===== src/rtl/sxfr_pkg.sv =====
// shared types and constants for the sync xor frame receiver
`timescale 1ns / 1ps

package sxfr_pkg;

  localparam logic [7:0] SYNC_RESET  = 8'hBB;
  localparam int         BYTE_W      = 8;
  localparam int         INDEX_W     = 3;

  // receive phase of the frame parser
  typedef enum logic [1:0] {
    PH_IDLE  = 2'd0,
    PH_DATA  = 2'd1,
    PH_CHECK = 2'd2
  } phase_t;

  // one queued frame verdict
  typedef struct packed {
    logic bad;
    logic bank;
  } cmd_t;

  // payload bank handed back once fully read
  typedef struct packed {
    logic valid;
    logic bank;
  } release_t;

endpackage


===== src/rtl/sync_xor_frame_receiver_core.sv =====
// top level of the sync xor frame receiver
`timescale 1ns / 1ps

// Receives bytes on the slave stream, one per transaction. In idle a byte equal
// to the sync register (reset 0xBB) opens a frame and seeds an xor check; the
// next PAYLOAD_BYTES bytes are stored and folded into the check, and the byte
// after them is compared with it. A match produces PAYLOAD_BYTES master
// transactions holding the payload in order, byte index in tdata[10:8] and
// tlast on the final one; a mismatch produces a single transaction with tuser
// set, zero payload and tlast. Input bytes are taken at one per cycle: the
// parser writes payload into one of two ram banks while the emitter drains the
// other at one result per cycle while the master side is ready, through the
// ram read port, so a frame stalls the input only when its payload arrives
// while both banks are still draining or the two entry verdict queue is full.
// A verdict passes the queue, the read stage and the output register. The
// sync register may be changed only while no frame is in progress.

module sync_xor_frame_receiver_core #(
  parameter int PAYLOAD_BYTES = 8
) (
  input  logic        clk,
  input  logic        rst,
  // sync byte register
  input  logic        cfg_wen,
  input  logic [7:0]  cfg_wdata,
  // received bytes
  input  logic        s_axis_tvalid,
  output logic        s_axis_tready,
  input  logic [7:0]  s_axis_tdata,   // [7:0] rx_byte
  // results
  output logic        m_axis_tvalid,
  input  logic        m_axis_tready,
  output logic [15:0] m_axis_tdata,   // [7:0] payload_byte, [10:8] byte_index, rest zero
  output logic        m_axis_tlast,   // last_byte
  output logic [0:0]  m_axis_tuser    // [0] bad_check
);

  localparam int IDX_W     = (PAYLOAD_BYTES > 1) ? $clog2(PAYLOAD_BYTES) : 1;
  localparam int RAM_DEPTH = 2 * (1 << IDX_W);

  logic [7:0]          sync_byte;

  // payload ram, two banks of 2**IDX_W entries, PAYLOAD_BYTES used in each
  logic                ram_we;
  logic [IDX_W:0]      ram_waddr;
  logic [7:0]          ram_wdata;
  logic                ram_re;
  logic [IDX_W:0]      ram_raddr;
  logic [7:0]          ram_rdata;

  // verdict queue
  logic                cmd_push;
  sxfr_pkg::cmd_t      push_cmd;
  logic                cmd_full;
  logic                cmd_pop;
  logic                cmd_valid;
  sxfr_pkg::cmd_t      head_cmd;
  sxfr_pkg::release_t  rel;

  logic [7:0]          out_payload;
  logic [2:0]          out_index;
  logic                out_bad;

  // sync byte register, to be written only while idle
  always_ff @(posedge clk) begin
    if (rst) begin
      sync_byte <= sxfr_pkg::SYNC_RESET;
    end else if (cfg_wen) begin
      sync_byte <= cfg_wdata;
    end
  end

  sxfr_front #(
    .PAYLOAD_BYTES (PAYLOAD_BYTES),
    .IDX_W         (IDX_W)
  ) u_front (
    .clk       (clk),
    .rst       (rst),
    .sync_byte (sync_byte),
    .rx_valid  (s_axis_tvalid),
    .rx_ready  (s_axis_tready),
    .rx_byte   (s_axis_tdata),
    .ram_we    (ram_we),
    .ram_waddr (ram_waddr),
    .ram_wdata (ram_wdata),
    .cmd_push  (cmd_push),
    .cmd       (push_cmd),
    .cmd_full  (cmd_full),
    .rel       (rel)
  );

  sxfr_ram #(
    .WIDTH (sxfr_pkg::BYTE_W),
    .DEPTH (RAM_DEPTH)
  ) u_payload_ram (
    .clk   (clk),
    .we    (ram_we),
    .waddr (ram_waddr),
    .wdata (ram_wdata),
    .re    (ram_re),
    .raddr (ram_raddr),
    .rdata (ram_rdata)
  );

  sxfr_cmd_fifo u_cmd_fifo (
    .clk       (clk),
    .rst       (rst),
    .push      (cmd_push),
    .push_cmd  (push_cmd),
    .full      (cmd_full),
    .pop       (cmd_pop),
    .not_empty (cmd_valid),
    .head      (head_cmd)
  );

  sxfr_back #(
    .PAYLOAD_BYTES (PAYLOAD_BYTES),
    .IDX_W         (IDX_W)
  ) u_back (
    .clk         (clk),
    .rst         (rst),
    .cmd_valid   (cmd_valid),
    .cmd         (head_cmd),
    .cmd_pop     (cmd_pop),
    .rel         (rel),
    .ram_re      (ram_re),
    .ram_raddr   (ram_raddr),
    .ram_rdata   (ram_rdata),
    .out_valid   (m_axis_tvalid),
    .out_ready   (m_axis_tready),
    .out_payload (out_payload),
    .out_index   (out_index),
    .out_last    (m_axis_tlast),
    .out_bad     (out_bad)
  );

  assign m_axis_tdata = {5'd0, out_index, out_payload};
  assign m_axis_tuser = out_bad;

  // a bad-check result is always a lone, zeroed, last transaction
  a_bad_is_last : assert property (@(posedge clk) disable iff (rst)
    m_axis_tvalid && m_axis_tuser[0] |-> m_axis_tlast && (m_axis_tdata == 16'd0))
    else $error("bad-check result malformed");

  // the parser never pushes into a full verdict queue
  a_no_overflow : assert property (@(posedge clk) disable iff (rst)
    cmd_push |-> !cmd_full)
    else $error("verdict queue overflow");

  // the emitter only consumes a verdict that is present
  a_no_underflow : assert property (@(posedge clk) disable iff (rst)
    cmd_pop |-> cmd_valid)
    else $error("verdict queue underflow");

  // a payload read never targets the bank being filled by the parser
  a_bank_apart : assert property (@(posedge clk) disable iff (rst)
    ram_re && ram_we |-> ram_raddr[IDX_W] != ram_waddr[IDX_W])
    else $error("payload bank read while being written");

endmodule


===== src/rtl/sxfr_ram.sv =====
// generic single write port ram with registered read
`timescale 1ns / 1ps

module sxfr_ram #(
  parameter int WIDTH = 8,
  parameter int DEPTH = 16
) (
  input  logic                     clk,
  input  logic                     we,
  input  logic [$clog2(DEPTH)-1:0] waddr,
  input  logic [WIDTH-1:0]         wdata,
  input  logic                     re,
  input  logic [$clog2(DEPTH)-1:0] raddr,
  output logic [WIDTH-1:0]         rdata
);

  logic [WIDTH-1:0] mem [DEPTH];

  always_ff @(posedge clk) begin
    if (we) begin
      mem[waddr] <= wdata;
    end
    if (re) begin
      rdata <= mem[raddr];
    end
  end

endmodule


===== src/rtl/sxfr_cmd_fifo.sv =====
// two entry queue of frame verdicts between parser and emitter
`timescale 1ns / 1ps

module sxfr_cmd_fifo (
  input  logic              clk,
  input  logic              rst,
  input  logic              push,
  input  sxfr_pkg::cmd_t    push_cmd,
  output logic              full,
  input  logic              pop,
  output logic              not_empty,
  output sxfr_pkg::cmd_t    head
);

  sxfr_pkg::cmd_t entry [2];
  logic           wr_ptr;
  logic           rd_ptr;
  logic [1:0]     count;

  assign full      = (count == 2'd2);
  assign not_empty = (count != 2'd0);
  assign head      = entry[rd_ptr];

  always_ff @(posedge clk) begin
    if (push) begin
      entry[wr_ptr] <= push_cmd;
    end
  end

  always_ff @(posedge clk) begin
    if (rst) begin
      wr_ptr <= 1'b0;
      rd_ptr <= 1'b0;
      count  <= 2'd0;
    end else begin
      if (push) begin
        wr_ptr <= ~wr_ptr;
      end
      if (pop) begin
        rd_ptr <= ~rd_ptr;
      end
      case ({push, pop})
        2'b10:   count <= count + 2'd1;
        2'b01:   count <= count - 2'd1;
        default: count <= count;
      endcase
    end
  end

endmodule


===== src/rtl/sxfr_front.sv =====
// frame parser: sync hunt, payload capture into banked ram, check compare
`timescale 1ns / 1ps

module sxfr_front #(
  parameter int PAYLOAD_BYTES = 8,
  parameter int IDX_W         = 3
) (
  input  logic                 clk,
  input  logic                 rst,
  input  logic [7:0]           sync_byte,
  input  logic                 rx_valid,
  output logic                 rx_ready,
  input  logic [7:0]           rx_byte,
  output logic                 ram_we,
  output logic [IDX_W:0]       ram_waddr,
  output logic [7:0]           ram_wdata,
  output logic                 cmd_push,
  output sxfr_pkg::cmd_t       cmd,
  input  logic                 cmd_full,
  input  sxfr_pkg::release_t   rel
);

  localparam logic [IDX_W-1:0] LAST_IDX = IDX_W'(PAYLOAD_BYTES - 1);

  sxfr_pkg::phase_t phase, phase_next;
  logic [IDX_W-1:0] byte_count, byte_count_next;
  logic [7:0]       running_check, running_check_next;
  logic             wr_bank, wr_bank_next;
  logic [1:0]       busy, busy_next;
  logic             accept;

  always_ff @(posedge clk) begin
    if (rst) begin
      phase         <= sxfr_pkg::PH_IDLE;
      byte_count    <= '0;
      running_check <= '0;
      wr_bank       <= 1'b0;
      busy          <= '0;
    end else begin
      phase         <= phase_next;
      byte_count    <= byte_count_next;
      running_check <= running_check_next;
      wr_bank       <= wr_bank_next;
      busy          <= busy_next;
    end
  end

  always_comb begin
    phase_next         = phase;
    byte_count_next    = byte_count;
    running_check_next = running_check;
    wr_bank_next       = wr_bank;
    busy_next          = busy;
    rx_ready           = 1'b1;
    ram_we             = 1'b0;
    ram_waddr          = {wr_bank, byte_count};
    ram_wdata          = rx_byte;
    cmd_push           = 1'b0;
    cmd.bad            = (rx_byte != running_check);
    cmd.bank           = wr_bank;

    if (rel.valid) begin
      busy_next[rel.bank] = 1'b0;
    end

    case (phase)
      sxfr_pkg::PH_IDLE: begin
        rx_ready = 1'b1;
      end
      sxfr_pkg::PH_DATA: begin
        // wait until the emitter has drained this bank
        rx_ready = ~busy[wr_bank];
      end
      sxfr_pkg::PH_CHECK: begin
        rx_ready = ~cmd_full;
      end
      default: begin
        rx_ready = 1'b1;
      end
    endcase

    accept = rx_valid & rx_ready;

    if (accept) begin
      case (phase)
        sxfr_pkg::PH_IDLE: begin
          if (rx_byte == sync_byte) begin
            phase_next         = sxfr_pkg::PH_DATA;
            byte_count_next    = '0;
            running_check_next = rx_byte;
          end
        end
        sxfr_pkg::PH_DATA: begin
          ram_we             = 1'b1;
          running_check_next = running_check ^ rx_byte;
          if (byte_count == LAST_IDX) begin
            byte_count_next = '0;
            phase_next      = sxfr_pkg::PH_CHECK;
          end else begin
            byte_count_next = byte_count + 1'b1;
          end
        end
        sxfr_pkg::PH_CHECK: begin
          cmd_push        = 1'b1;
          byte_count_next = '0;
          phase_next      = sxfr_pkg::PH_IDLE;
          if (!cmd.bad) begin
            busy_next[wr_bank] = 1'b1;
            wr_bank_next       = ~wr_bank;
          end
        end
        default: begin
          byte_count_next = '0;
          phase_next      = sxfr_pkg::PH_IDLE;
        end
      endcase
    end
  end

endmodule


===== src/rtl/sxfr_back.sv =====
// result emitter: reads a good frame from ram or issues a bad-check result
`timescale 1ns / 1ps

module sxfr_back #(
  parameter int PAYLOAD_BYTES = 8,
  parameter int IDX_W         = 3
) (
  input  logic                  clk,
  input  logic                  rst,
  input  logic                  cmd_valid,
  input  sxfr_pkg::cmd_t        cmd,
  output logic                  cmd_pop,
  output sxfr_pkg::release_t    rel,
  output logic                  ram_re,
  output logic [IDX_W:0]        ram_raddr,
  input  logic [7:0]            ram_rdata,
  output logic                  out_valid,
  input  logic                  out_ready,
  output logic [7:0]            out_payload,
  output logic [2:0]            out_index,
  output logic                  out_last,
  output logic                  out_bad
);

  localparam logic [IDX_W-1:0] LAST_IDX = IDX_W'(PAYLOAD_BYTES - 1);

  logic [IDX_W-1:0] rd_idx;
  logic             issue;
  logic             issue_last;
  logic             out_free;
  logic             s1_adv;
  logic [IDX_W+2:0] idx_ext;

  // stage one: ram read in flight
  logic             s1_valid;
  logic             s1_bad;
  logic [2:0]       s1_index;
  logic             s1_last;

  assign out_free   = ~out_valid | out_ready;
  assign s1_adv     = s1_valid & out_free;
  assign issue      = cmd_valid & (~s1_valid | s1_adv);
  assign issue_last = cmd.bad | (rd_idx == LAST_IDX);
  assign cmd_pop    = issue & issue_last;
  assign rel.valid  = cmd_pop & ~cmd.bad;
  assign rel.bank   = cmd.bank;
  assign ram_re     = issue & ~cmd.bad;
  assign ram_raddr  = {cmd.bank, rd_idx};
  assign idx_ext    = (IDX_W + 3)'(rd_idx);

  always_ff @(posedge clk) begin
    if (rst) begin
      rd_idx    <= '0;
      s1_valid  <= 1'b0;
      out_valid <= 1'b0;
    end else begin
      if (issue) begin
        rd_idx <= issue_last ? '0 : rd_idx + 1'b1;
      end
      if (issue) begin
        s1_valid <= 1'b1;
      end else if (s1_adv) begin
        s1_valid <= 1'b0;
      end
      if (s1_adv) begin
        out_valid <= 1'b1;
      end else if (out_ready) begin
        out_valid <= 1'b0;
      end
    end
  end

  always_ff @(posedge clk) begin
    if (issue) begin
      s1_bad   <= cmd.bad;
      s1_index <= cmd.bad ? 3'd0 : idx_ext[2:0];
      s1_last  <= issue_last;
    end
    if (s1_adv) begin
      out_payload <= s1_bad ? 8'd0 : ram_rdata;
      out_index   <= s1_index;
      out_last    <= s1_last;
      out_bad     <= s1_bad;
    end
  end

endmodule


===== config.mk =====
export PLATFORM = sky130hd
export DESIGN_NAME = sync_xor_frame_receiver_core
export DESIGN_NICKNAME = d
export VERILOG_FILES = /design/src/rtl/sxfr_pkg.sv /design/src/rtl/sync_xor_frame_receiver_core.sv /design/src/rtl/sxfr_ram.sv /design/src/rtl/sxfr_cmd_fifo.sv /design/src/rtl/sxfr_front.sv /design/src/rtl/sxfr_back.sv
export SDC_FILE = /design/constraint.sdc
export NUM_CORES = 1
export LEC_CHECK = 0
export ABC_AREA = 1
export BUFFER_PORTS_ARGS = -buffer_cell sky130_fd_sc_hd__buf_2
export CAP_MARGIN = 10
export CORE_MARGIN = 5
export CORE_UTILIZATION = 45
export CTS_CLUSTER_SIZE = 40
export DETAILED_ROUTE_END_ITERATION = 7
export HOLD_SLACK_MARGIN = 0.12
export PLACE_DENSITY = 0.7
export SYNTH_ARGS = -nofsm -noshare
export SYNTH_HDL_FRONTEND = slang
export SYNTH_SLANG_ARGS = --single-unit

===== constraint.sdc =====
create_clock -name clk -period 1.9 [get_ports clk]
set_input_delay 0.285 -clock clk [delete_from_list [all_inputs] [get_ports clk]]
set_output_delay 0.285 -clock clk [all_outputs]
set_load 0.02 [all_outputs]

==> flow_metrics.env <==
export IMPL_die_area_um2=20280
export IMPL_rsz0062_at_grt="yes"
export IMPL_clock_power_share_pct=42.7
export IMPL_grt_pass1_vias=5412
export IMPL_total_leakage_power_uw=0.003552
export IMPL_met1_usage_pct=23.77
export IMPL_yosysMostFrequentCell="edfxtp_1"
export IMPL_synthCells=690
export IMPL_core_area_um2=17240
export IMPL_seq_power_share_pct=54.6
export IMPL_post_route_min_period_ns=1.902
export IMPL_crit_type="reg2reg"
export IMPL_drtAntennaViolNets=0
export IMPL_busiest_layer="met2"
export IMPL_finalInstanceArea_um2=9465
export IMPL_ys_types=29
export IMPL_p_sw_uw=1645
export IMPL_cp_end_kind="flop"
export IMPL_dpl_cell_area_um2=8582
export IMPL_combPwrFrac_pct=2.7
export IMPL_finalSetupViolations=1
export IMPL_ir_drop_uv=617.9
export IMPL_io_pins=41
export IMPL_reg2reg_depth=7
export IMPL_setup_slack_ns=-0.001607
export IMPL_violations="setup timing"
export IMPL_cap_violations=0
export IMPL_worstHoldPathType="in2reg"
export IMPL_post_route_period_util_pct=100.1
export IMPL_cts_tree="done"
export IMPL_first_pass_iters=5
export IMPL_synth_edf_count=158
export IMPL_area_growth_pct=19.97
export IMPL_yosys_top_cells_area="edfxtp_1 (60%), dfxtp_1 (8.6%), nor2_1 (6.0%)"
export IMPL_dp_cells=968
export IMPL_row_count=48
export IMPL_grt_pass1_wl_um=28680
export IMPL_power_uw=8326
export IMPL_critPathRequiredTime_ns=2.08
export IMPL_cp_cell_sequence="buf_12, inv_2, buf_12, o21ai_0, o221ai_1, nand3_1, nand2_1"
export IMPL_clk_pin_slew_worst_paths_ns=0.07
export IMPL_timing_rr_end="u_payload_ram.rdata[2]"
export IMPL_cp_max_fo=66
export IMPL_fillers=1388
export IMPL_ys_flop_type="edfxtp_1"
export IMPL_yosysTopAreaCell="edfxtp_1"
export IMPL_cts_buffers=17
export IMPL_startpoint_type="flop"
export IMPL_p_int_uw=6681
export IMPL_grt_met2_usage_pct=31.95
export IMPL_p_sw_share_pct=19.76
export IMPL_skew_ns=0.009458
export IMPL_synth_top_area_share_pct=60.13
export IMPL_ys_ff_latch=192
export IMPL_cp_startpoint="u_back.rd_idx[0]"
export IMPL_drt_iter0_drc=678
export IMPL_clkSinkCount=192
export IMPL_vias=5493
export IMPL_whs_ns=0.2284
export IMPL_cpMostUsedCell="buf_12"
export IMPL_timing_rr_start="u_back.rd_idx[0]"
export IMPL_max_freq_mhz=525.9
export IMPL_endpoint="u_payload_ram.rdata[2]"
export IMPL_yosys_warnings=0
export IMPL_grt_ovfl_total=0
export IMPL_seq_area_frac_synth_pct=68.76
export IMPL_drive_gt1_share_pct=19.92
export IMPL_yosys_top_cells_count="edfxtp_1 (158), nor2_1 (126), o21ai_0 (94), nand2_1 (74), inv_1 (46)"
export IMPL_drt_wirelength_per_cell_um=18.42
export IMPL_status="finished with violations"
export IMPL_critical_path_max_stage_delay_ns=0.36
export IMPL_fin_nets=807
export IMPL_num_antenna_cells=0
export IMPL_dpl_hpwl_um=12610
export IMPL_grt_use_met3_pct=3.528
export IMPL_grt_max_degree=67
export IMPL_post_route_drc_count=0
export IMPL_initial_core_util_pct=45.78
export IMPL_r2r_slack_ns=-0.002
export IMPL_antenna_found_initial=0
export IMPL_worst_skew_pair_late_latency_ns=0.43
export IMPL_clock_path_buffers=2
export IMPL_netlist_area_um2=7890
export IMPL_crit_slowest_cell="dfxtp_2"
export IMPL_numPortBuffers=35
export IMPL_syn_avg_cell_area_um2=11.43
export IMPL_async_flop_share_pct=0
export IMPL_htreeDepth=4
export IMPL_p_per_area_nw_per_um2=879.7
export IMPL_critPathArrivalTime_ns=2.08
export IMPL_via_per_inst=5.423
export IMPL_finalWirelength_um=18660
export IMPL_die_width_um=142.4
export IMPL_cts_root_buf="clkbuf_16"
export IMPL_fin_cells=1013
export IMPL_gr_usage_all_layers_pct=18.73
export IMPL_die_height_um=142.4
export IMPL_hold_viol=0
export IMPL_routabilityCongestion=0.9244
export IMPL_final_max_slew_viol_count=0
==> final cells by class <==
type                            count  area (um^2)  share of cell area, %
Sequential cell                   192         5434                  57.41
Clock buffer                       18        429.2                  4.534
Clock inverter                     14        163.9                  1.732
Multi-Input combinational cell    417         2246                  23.73
Tap cell                          225        281.5                  2.974
Timing Repair Buffer               96        711.9                  7.521
Inverter                           51        198.9                  2.102
==> logic make-up (layout without fill, tap and decap cells) <==
group           count (synthesis)  count (layout)  synth area share [%]
compound gates                158             158                 11.47
flops                         192             192                 68.76
other cells                     1               5               0.04753
fa+ha+maj                      11              11                 1.744
buf+inv                        85             179                 4.726
xor+xnor                       11              11                 1.221
simple gates                  232             232                 12.04
==> layout by cell type, fill, tap and decap left out, types with 6 or more instances in the layout <==
cell / instances
buf_2: 35
nand2_1: 70
nand3_1: 16
buf_4: 44
o22ai_1: 12
o21ai_1: 6
o211ai_1: 6
ha_1: 8
dfxtp_1: 31
a21oi_1: 23
dlygate4sd3_1: 9
nor2_1: 117
xnor2_1: 11
edfxtp_1: 158
o21ai_0: 87
inv_1: 44
o221ai_1: 20
clkbuf_16: 17
==> per-stage QoR <==
| stage | worst slack (ns) | TNS, ns | util (%) |
|---|---|---|---|
| 3_3_place_gp | -0.02271 | -0.6694 | 49.79 |
| 6_report | -0.001607 | -0.001607 | 54.91 |
| 2_1_floorplan | -0.08963 | -11.47 | - |
| 3_5_place_dp | -0.06244 | -2.521 | 49.79 |
| 4_1_cts | 0.02699 | 0 | 53.84 |
| 5_1_grt | -0.03955 | -0.4670 | 54.91 |
==> worst min-delay path by stage <==
stage | from | endpoint | cells after the start
floorplan | s_axis_tdata[0] | u_payload_ram.mem[0][0] | 0
global placement | u_back.s1_last | u_back.out_last | 0
detailed placement | u_back.s1_index[2] | u_back.out_index[2] | 0
CTS | cfg_wen | sync_byte[0] | 2
global route | cfg_wen | sync_byte[3] | 3
finish | cfg_wen | sync_byte[5] | 2
==> metal layers <==
| metal | vias up | wire, um |
|---|---|---|
| met2 | 240 | 9299 |
| met3 | 39 | 1231 |
| li1 | 2587 | - |
| met1 | 2627 | 7647 |
| met4 | 0 | 480 |
| met5 | - | 0 |
==> power by group through the flow <==
stage	logic (uW)	registers, uW	clock network (uW)
floorplan	88.5	4640	0
global placement	203	4640	0
detailed placement	210	4640	0
CTS	225	4550	3600
global route	248	4550	3800
finish	224	4550	3550
==> repair_timing <==
action	4_1_cts	5_1_grt
hold endpoints to repair	9	0
pin swaps	0	10
hold buffers	9	0
cloned	0	0
buffers inserted	0	4
setup endpoints to repair	120	134
gates resized for setup	5	46
==> worst max-delay path: cells and delay by family (launching register included) <==
kind,cells,cell delay [ns]
DFF,1,0.36
and+or+nand+nor,2,0.27
buffers and inverters,3,0.53
AOI/OAI and AO/OA,2,0.46
==> flip-flops by register name, summed over array words and instances (netlist names), named ones only <==
| register | flops |
|---|---|
| u_back.s1_last | 1 |
| u_front.phase | 2 |
| u_front.busy | 2 |
| u_cmd_fifo.count | 2 |
| u_back.out_bad | 1 |
| u_back.out_index | 3 |
| u_front.running_check | 8 |
| u_back.out_payload | 8 |
| sync_byte | 8 |
| u_cmd_fifo.rd_ptr | 1 |
| u_back.s1_index | 3 |
| u_back.out_valid | 1 |
| u_cmd_fifo.entry | 4 |
| u_cmd_fifo.wr_ptr | 1 |
| u_back.out_last | 1 |
| u_payload_ram.mem | 128 |
| u_front.wr_bank | 1 |
| u_front.byte_count | 3 |
| u_payload_ram.rdata | 8 |
| u_back.s1_valid | 1 |
| u_back.rd_idx | 3 |
| u_back.s1_bad | 1 |
(Power assumes the default switching activity.)
